## src/rtl/core/tpbs_pkg.sv

```systemverilog
`timescale 1ns / 1ps

package tpbs_pkg;

    // Store geometry
    localparam int BANKS            = 2;
    localparam int PATCHES_PER_BANK = 16;
    localparam int RAW_BYTES        = 32;
    localparam int DATA_BYTES       = RAW_BYTES - 1;
    localparam int STORE_SIZE       = BANKS * PATCHES_PER_BANK * DATA_BYTES;

    localparam int ADDR_W = (STORE_SIZE > 1) ? $clog2(STORE_SIZE) : 1;
    localparam int BANK_W = (BANKS > 1) ? $clog2(BANKS) : 1;
    localparam int SLOT_W = (PATCHES_PER_BANK > 1) ? $clog2(PATCHES_PER_BANK) : 1;
    localparam int BYTE_W = $clog2(RAW_BYTES);

    // Serial frame: start bit, 8 data bits, two stop bits
    localparam int FRAME_BITS = 11;
    localparam int FBIT_W     = 4;

    // Tone lengths
    localparam int PILOT_W = 16;
    localparam int SEP_W   = 10;
    localparam logic [PILOT_W-1:0] PILOT_RESET = 16'd4096;
    localparam logic [SEP_W-1:0]   SEP_RESET   = 10'd48;

    // Register indexes
    localparam logic REG_PILOT = 1'b0;
    localparam logic REG_SEP   = 1'b1;

    // Command queue between front and back
    localparam int QDEPTH = 2;
    localparam int QPTR_W = (QDEPTH > 1) ? $clog2(QDEPTH) : 1;
    localparam int QCNT_W = $clog2(QDEPTH + 1);

    // Operation codes
    localparam logic OP_LOAD = 1'b0;
    localparam logic OP_TICK = 1'b1;

    // Input word
    typedef struct packed {
        logic       op;
        logic       bank;
        logic [3:0] slot;
        logic [4:0] byte_index;
        logic [7:0] data;
    } t_in_word;

    // Result word
    typedef struct packed {
        logic line_bit;
        logic bit_valid;
        logic last;
    } t_out_word;

    // Classified command passed from front to back
    typedef struct packed {
        logic              is_load;
        logic              wr_en;
        logic [ADDR_W-1:0] wr_addr;
        logic [7:0]        wr_data;
    } t_cmd;

endpackage

```

## src/rtl/core/tpbs_front.sv

```systemverilog
`timescale 1ns / 1ps

module tpbs_front
    import tpbs_pkg::*;
(
    input  logic     i_clk,
    input  logic     i_rst_n,
    input  logic     i_in_valid,
    output logic     o_in_ready,
    input  t_in_word i_in_word,
    output logic     o_q_valid,
    output t_cmd     o_q_cmd,
    input  logic     i_q_pop
);

    t_cmd              r_q [QDEPTH];
    logic [QPTR_W-1:0] r_wp;
    logic [QPTR_W-1:0] r_rp;
    logic [QCNT_W-1:0] r_cnt;
    t_cmd              n_cmd;
    logic              push;
    logic              in_range;

    // Classify the incoming word and compute its store address
    always_comb begin
        in_range = (int'(i_in_word.bank) < BANKS)
                && (int'(i_in_word.slot) < PATCHES_PER_BANK)
                && (int'(i_in_word.byte_index) < DATA_BYTES);
        n_cmd.is_load = (i_in_word.op == OP_LOAD);
        n_cmd.wr_en   = (i_in_word.op == OP_LOAD) && in_range;
        n_cmd.wr_addr = ADDR_W'((int'(i_in_word.bank) * PATCHES_PER_BANK
                        + int'(i_in_word.slot)) * DATA_BYTES
                        + int'(i_in_word.byte_index));
        n_cmd.wr_data = i_in_word.data;
    end

    assign o_in_ready = (r_cnt != QCNT_W'(QDEPTH));
    assign push       = i_in_valid && o_in_ready;
    assign o_q_valid  = (r_cnt != '0);
    assign o_q_cmd    = r_q[r_rp];

    // Hold queued commands
    always_ff @(posedge i_clk) begin
        if (push) begin
            r_q[r_wp] <= n_cmd;
        end
    end

    // Advance queue pointers
    always_ff @(posedge i_clk) begin
        if (!i_rst_n) begin
            r_wp  <= '0;
            r_rp  <= '0;
            r_cnt <= '0;
        end else begin
            if (push) begin
                r_wp <= (r_wp == QPTR_W'(QDEPTH - 1)) ? '0 : r_wp + QPTR_W'(1);
            end
            if (i_q_pop) begin
                r_rp <= (r_rp == QPTR_W'(QDEPTH - 1)) ? '0 : r_rp + QPTR_W'(1);
            end
            r_cnt <= r_cnt + QCNT_W'(push) - QCNT_W'(i_q_pop);
        end
    end

endmodule

```

## config.mk

```make
export PLATFORM = sky130hd
export DESIGN_NAME = tpbs_front
export DESIGN_NICKNAME = d
export VERILOG_FILES = /design/src/rtl/core/tpbs_pkg.sv /design/src/rtl/core/tpbs_front.sv
export SDC_FILE = /design/constraint.sdc
export NUM_CORES = 1
export LEC_CHECK = 0
export CORE_MARGIN = 2
export CORE_UTILIZATION = 50
export DETAILED_ROUTE_END_ITERATION = 16
export DONT_BUFFER_PORTS = 1
export PLACE_DENSITY_LB_ADDON = 0.2
export SETUP_SLACK_MARGIN = 0.4
export SYNTH_ARGS = -nofsm -noshare
export SYNTH_HDL_FRONTEND = slang
export SYNTH_SLANG_ARGS = --single-unit
```

## constraint.sdc

```tcl
create_clock -name i_clk -period 4 [get_ports i_clk]
set_clock_uncertainty 0.1 [all_clocks]
set_input_delay 0.4 -clock i_clk [delete_from_list [all_inputs] [get_ports i_clk]]
set_output_delay 0.4 -clock i_clk [all_outputs]
set_load 0.03 [all_outputs]
```

# ---- After elaboration in Yosys (flattened, before gate mapping)
# Memory sizes are Yosys's and may differ from the RTL's. A register that Yosys moved wholly into a read port is not among the register bits.
# Cells that the tools add are included.
dict set report totals {
  regBits 4
  ram_bits 40
  inputBits 23
  out_inout_bits 22
  word_cells 23
  mem_count 1
}
# name words width read_ports rd_ports_with_merged_regs write_ports line
set memory_table {}
lappend memory_table {r_q 2 20 1 1 1 tpbs_front.sv:16} ;# t_cmd r_q [QDEPTH];
dict set report op_classes {
  addsub 6
  n_mul 1
  n_lt_le_gt_ge 1
  eq_ne 1
  muxes 6
  n_bitwise 1
  reduce_logical 3
}
# operator count
set op_table {}
lappend op_table {{$add A10 B5 Y10} 1}
lappend op_table {{$mul A6 B5 Y10 const B} 1}
lappend op_table {{$add A5 B4 Y6} 1}
lappend op_table {{$mux W1} 6}
lappend op_table {{$lt A5 B5 Y1 const B} 1}
lappend op_table {{$add A1 B1 Y1 const B} 2}
lappend op_table {{$add A2 B1 Y2} 1}
lappend op_table {{$logic_and A1 B1 Y1} 2}
lappend op_table {{$ne A2 B2 Y1 const B} 1}
lappend op_table {{$reduce_bool A2 Y1} 1}
lappend op_table {{$sub A2 B1 Y2} 1}
lappend op_table {{$not A1 Y1} 1}

# ---- Depth between registers and ports, before layout
dict set report logic_depth {
  ltp_word 4
  ltp_mapped 11
  mapped_depth_nobuf 11
}

# ---- Least setup slack after synthesis
# No wires, ideal clock.
dict set report synth_path {
  path_kind {input-to-reg}
  from {in i_in_word[14] in the netlist's numbering}
  to {mem r_q[0][16] in the netlist's numbering (data pin)}
  setup_ns 0.173
  arrival_ns 3.127
  required_time_ns 3.727
  slack_ns 0.600
  path_stages 11
  n_path_buf 0
  path_cell_list {inv_1 -> fa_1 -> inv_1 -> fa_1 -> inv_1 -> fa_1 -> inv_1 -> ha_1 -> o21ai_0 -> or4b_1 -> o2111ai_1}
}
# element line
set synth_rtl {}
lappend synth_rtl {{from (decl)} tpbs_front.sv:10} ;# input t_in_word i_in_word,
lappend synth_rtl {{to (decl)} tpbs_front.sv:16}

==> results by group <==
Critical path
  • Critical path type: in -> reg
  • Reg-to-reg setup timing slack: 1.93 ns
  • Req. time, crit path: 4.01 ns
  • Crit end category: flop
  • Startpoint Class: input pin
  • Worst Path Max Fanout: 4
  • WP data arrival: 3.28 ns

Floorplan
  • Starting density of the core: 0.5244
  • Chip width: 74.85 um
  • Site Rows: 25
  • Core ar.: around 4800 um2
  • Die ar.: approximately 5600 um2
  • Overall die height: 74.85 um
  • I/O pins: 45

Clock network
  • Setup bufs post-CTS: 0
  • TritonCTS clock tree: yes
  • Sink Count: 45
  • Reg clk slew, reported paths: 0.08 ns
  • Clock Path Buffers: 2
  • CTS Buf Count: 5
  • H-tree levels: 2
  • CTS Root Cell: clkbuf_8
  • Clk_lat worst skew: 0.29 ns
  • CTS Hold Bufs: 0
  • Post-CTS Resized: 0

Place
  • Post-DP Area: between 2000 and 3000 um2
  • DP Wirelength: roughly 3000 um
  • IO buf count: 0
  • Setup WS pre-CTS: 0.4613 ns
  • RePlAce Congestion: 0.7980

Routing
  • DR vias/cell: 5.154
  • Total Routed Length: 3753 um
  • DRC Markers: 0
  • Routed len/inst: 14.83 um
  • Initial DRC Count: 72
  • 1st-pass router iterations: 4
  • Detail Route Antenna Nets: 0
  • Total number of vias: about 1,300

STA
  • Hold slack: around 0.10 ns
  • Final setup viols: 0
  • Setup_tns: 0 ns
  • Relative slew slack: 0.3633
  • Final Cycle Share: 0.8177
  • Highest clock rate: around 300 MHz
  • RSZ-0062 raised after global routing: no
  • Fin. Hold Viols: 0
  • Final min period: 3.271 ns
  • Setup WS post-layout: 0.7294 ns
  • Worst-Margin Slew: 0.9550 ns
  • Slew Limit Fails: 0

Pwr
  • Sw power: 513.5 uW
  • Max IR drop VDD: 0.0002587 V
  • Internal: around 950 uW
  • PwrDens: between 500 and 600 nW/um2
  • Sw Share: 0.3508
  • Clock network power share: 0.180
  • Combinational power share: 0.369
  • Leak pwr: between 0.001 and 0.0015 uW
  • Sequential share of power: 0.452

Finish
  • Ant diodes: 0
  • Net count reported at finish: 244
  • Layout Cell Area excl Fill: 2670 um2
  • Util after Layout: 0.5579
  • Fraction of layout cells with a size suffix above 1: 0.1613
  • Synthesis-to-finish area growth: 6.381%

Logic synthesis
  • Warning count from the yosys run: 0
  • Distinct cells, synth: 29
  • Mapped cell area: 2510 um2
  • Post-synth EDFFs: 40
  • Post-synthesis sequential area ratio: 0.5184
  • Synth Flop Type: edfxtp_1
  • Syn Nets: 239
  • Synth area leaders: edfxtp_1 48%, fa_1 11%, ha_1 11%
  • Syn Inst Count: 180
  • Top-count cell post-synth: edfxtp_1
  • Top cell type by total area after synthesis: edfxtp_1
  • Asr flop ratio synth: 0
  • Synth top cells by count: 40 x edfxtp_1, 32 x inv_1, 22 x ha_1
  • FF+latch count, synth: 45
  • Mapped Avg Cell Area: 13.94 um2
  • Share of the synthesized area in the top cell type: 0.4786

Worst hold path
  • Worst Hold Class: in -> reg

Global routing
  • Antenna violations before repair: 0
  • First-pass GRT wire length: 5934 um
  • Gr usage total: 0.1454
  • Number of global-route vias before repair: roughly 1,300
  • Largest net degree at the start of global routing: 21
  • Total congestion overflow: 0

Flow run
  • MaxCap Viol Count: 0

Status
  • Status: finished clean
[logic make-up after synthesis]
logic type	synth area share
buffers and inverters	0.05185
flip-flops	0.5184
AND/OR/NAND/NOR	0.03889
adder cells (fa/ha/maj)	0.2213
multiplexers	0.08973
AO/OA/AOI/OAI	0.05533
XOR/XNOR	0.02443
[placed cells by master, fill, tap and decap left out]
cell       synthesis  layout
a211oi_1           2       2
xor2_1             4       4
clkinv_2           0       1
mux2_2            20      20
edfxtp_1          40      40
nor3_1             3       3
or2_2              1       1
xnor2_1            3       3
nor3b_1            2       2
a21o_2             1       1
and2_1             2       2
o2bb2ai_1          1       1
nor2_1             3       3
o211ai_1           3       3
nand3b_1           1       1
nand2_1            2       2
inv_1             32      32
a21oi_1            6       6
clkinv_4           0       1
and3_1             1       1
fa_1              14      14
or4b_1             1       1
a31oi_1            2       2
dfxtp_1            5       5
o21ai_0            3       3
o2111ai_1          1       1
nand2b_1           1       1
a21bo_2            1       1
clkbuf_8           0       5
ha_1              22      22
clkinv_1           0       1
a21o_1             1       1
[final cells by class]
class / instances / area (um2)
Fill cell: 413 / 2116
Sequential cell: 45 / 1301
Multi-Input combinational cell: 101 / 1079
Inverter: 32 / 120.1
Tap cell: 67 / 83.83
Clock buffer: 5 / 68.82
Clock inverter: 3 / 17.52
[sequential cells by signal (all words and copies together), names as in the netlist, named ones only]
signal,cells
r_cnt,2
r_q,40
r_rp,1
r_wp,1
[power groups by stage]
stage | clock network, uW | logic, uW | registers [uW]
after floorplan | 0 | 464 | 660
after global placement | 0 | 525 | 670
after detailed placement | 0 | 543 | 674
final | 263 | 540 | 661
after CTS | 270 | 547 | 663
after global routing | 296 | 598 | 669
[stage by stage]
stage / std cells / power (uW)
after global routing: 253 / 1563
final: 253 / 1464
after global placement: 245 / 1194
after CTS: 253 / 1481
after floorplan: 180 / 1123
after detailed placement: 245 / 1217
[final timing paths]
check / depth (start not counted) / end / from
max: 11 / r_q[1][16] / i_in_word[14]
min: 0 / r_q[1][0] / i_in_word[0]
max reg2reg: 2 / r_q[1][1] / r_cnt[0]
min reg2reg: 2 / r_rp / r_rp
[layer usage]
| metal | vias up | share of wire | GRT usage |
|---|---|---|---|
| li1 | 640 | - | - |
| met4 | 0 | 0.019 | 0.06548 |
| met3 | 6 | 0.065 | 0.04150 |
| met2 | 34 | 0.50 | 0.2524 |
| met5 | - | 0 | 0 |
| met1 | 624 | 0.42 | 0.1667 |
[worst max-delay path: stages]
cell and delay (ns):
inv_1 0.07, fa_1 0.56, inv_1 0.06, fa_1 0.50, inv_1 0.05, fa_1 0.52, inv_1 0.04, ha_1 0.34
o21ai_0 0.14, or4b_1 0.48, o2111ai_1 0.12
No activity file was read; power rests on OpenSTA's default activity.
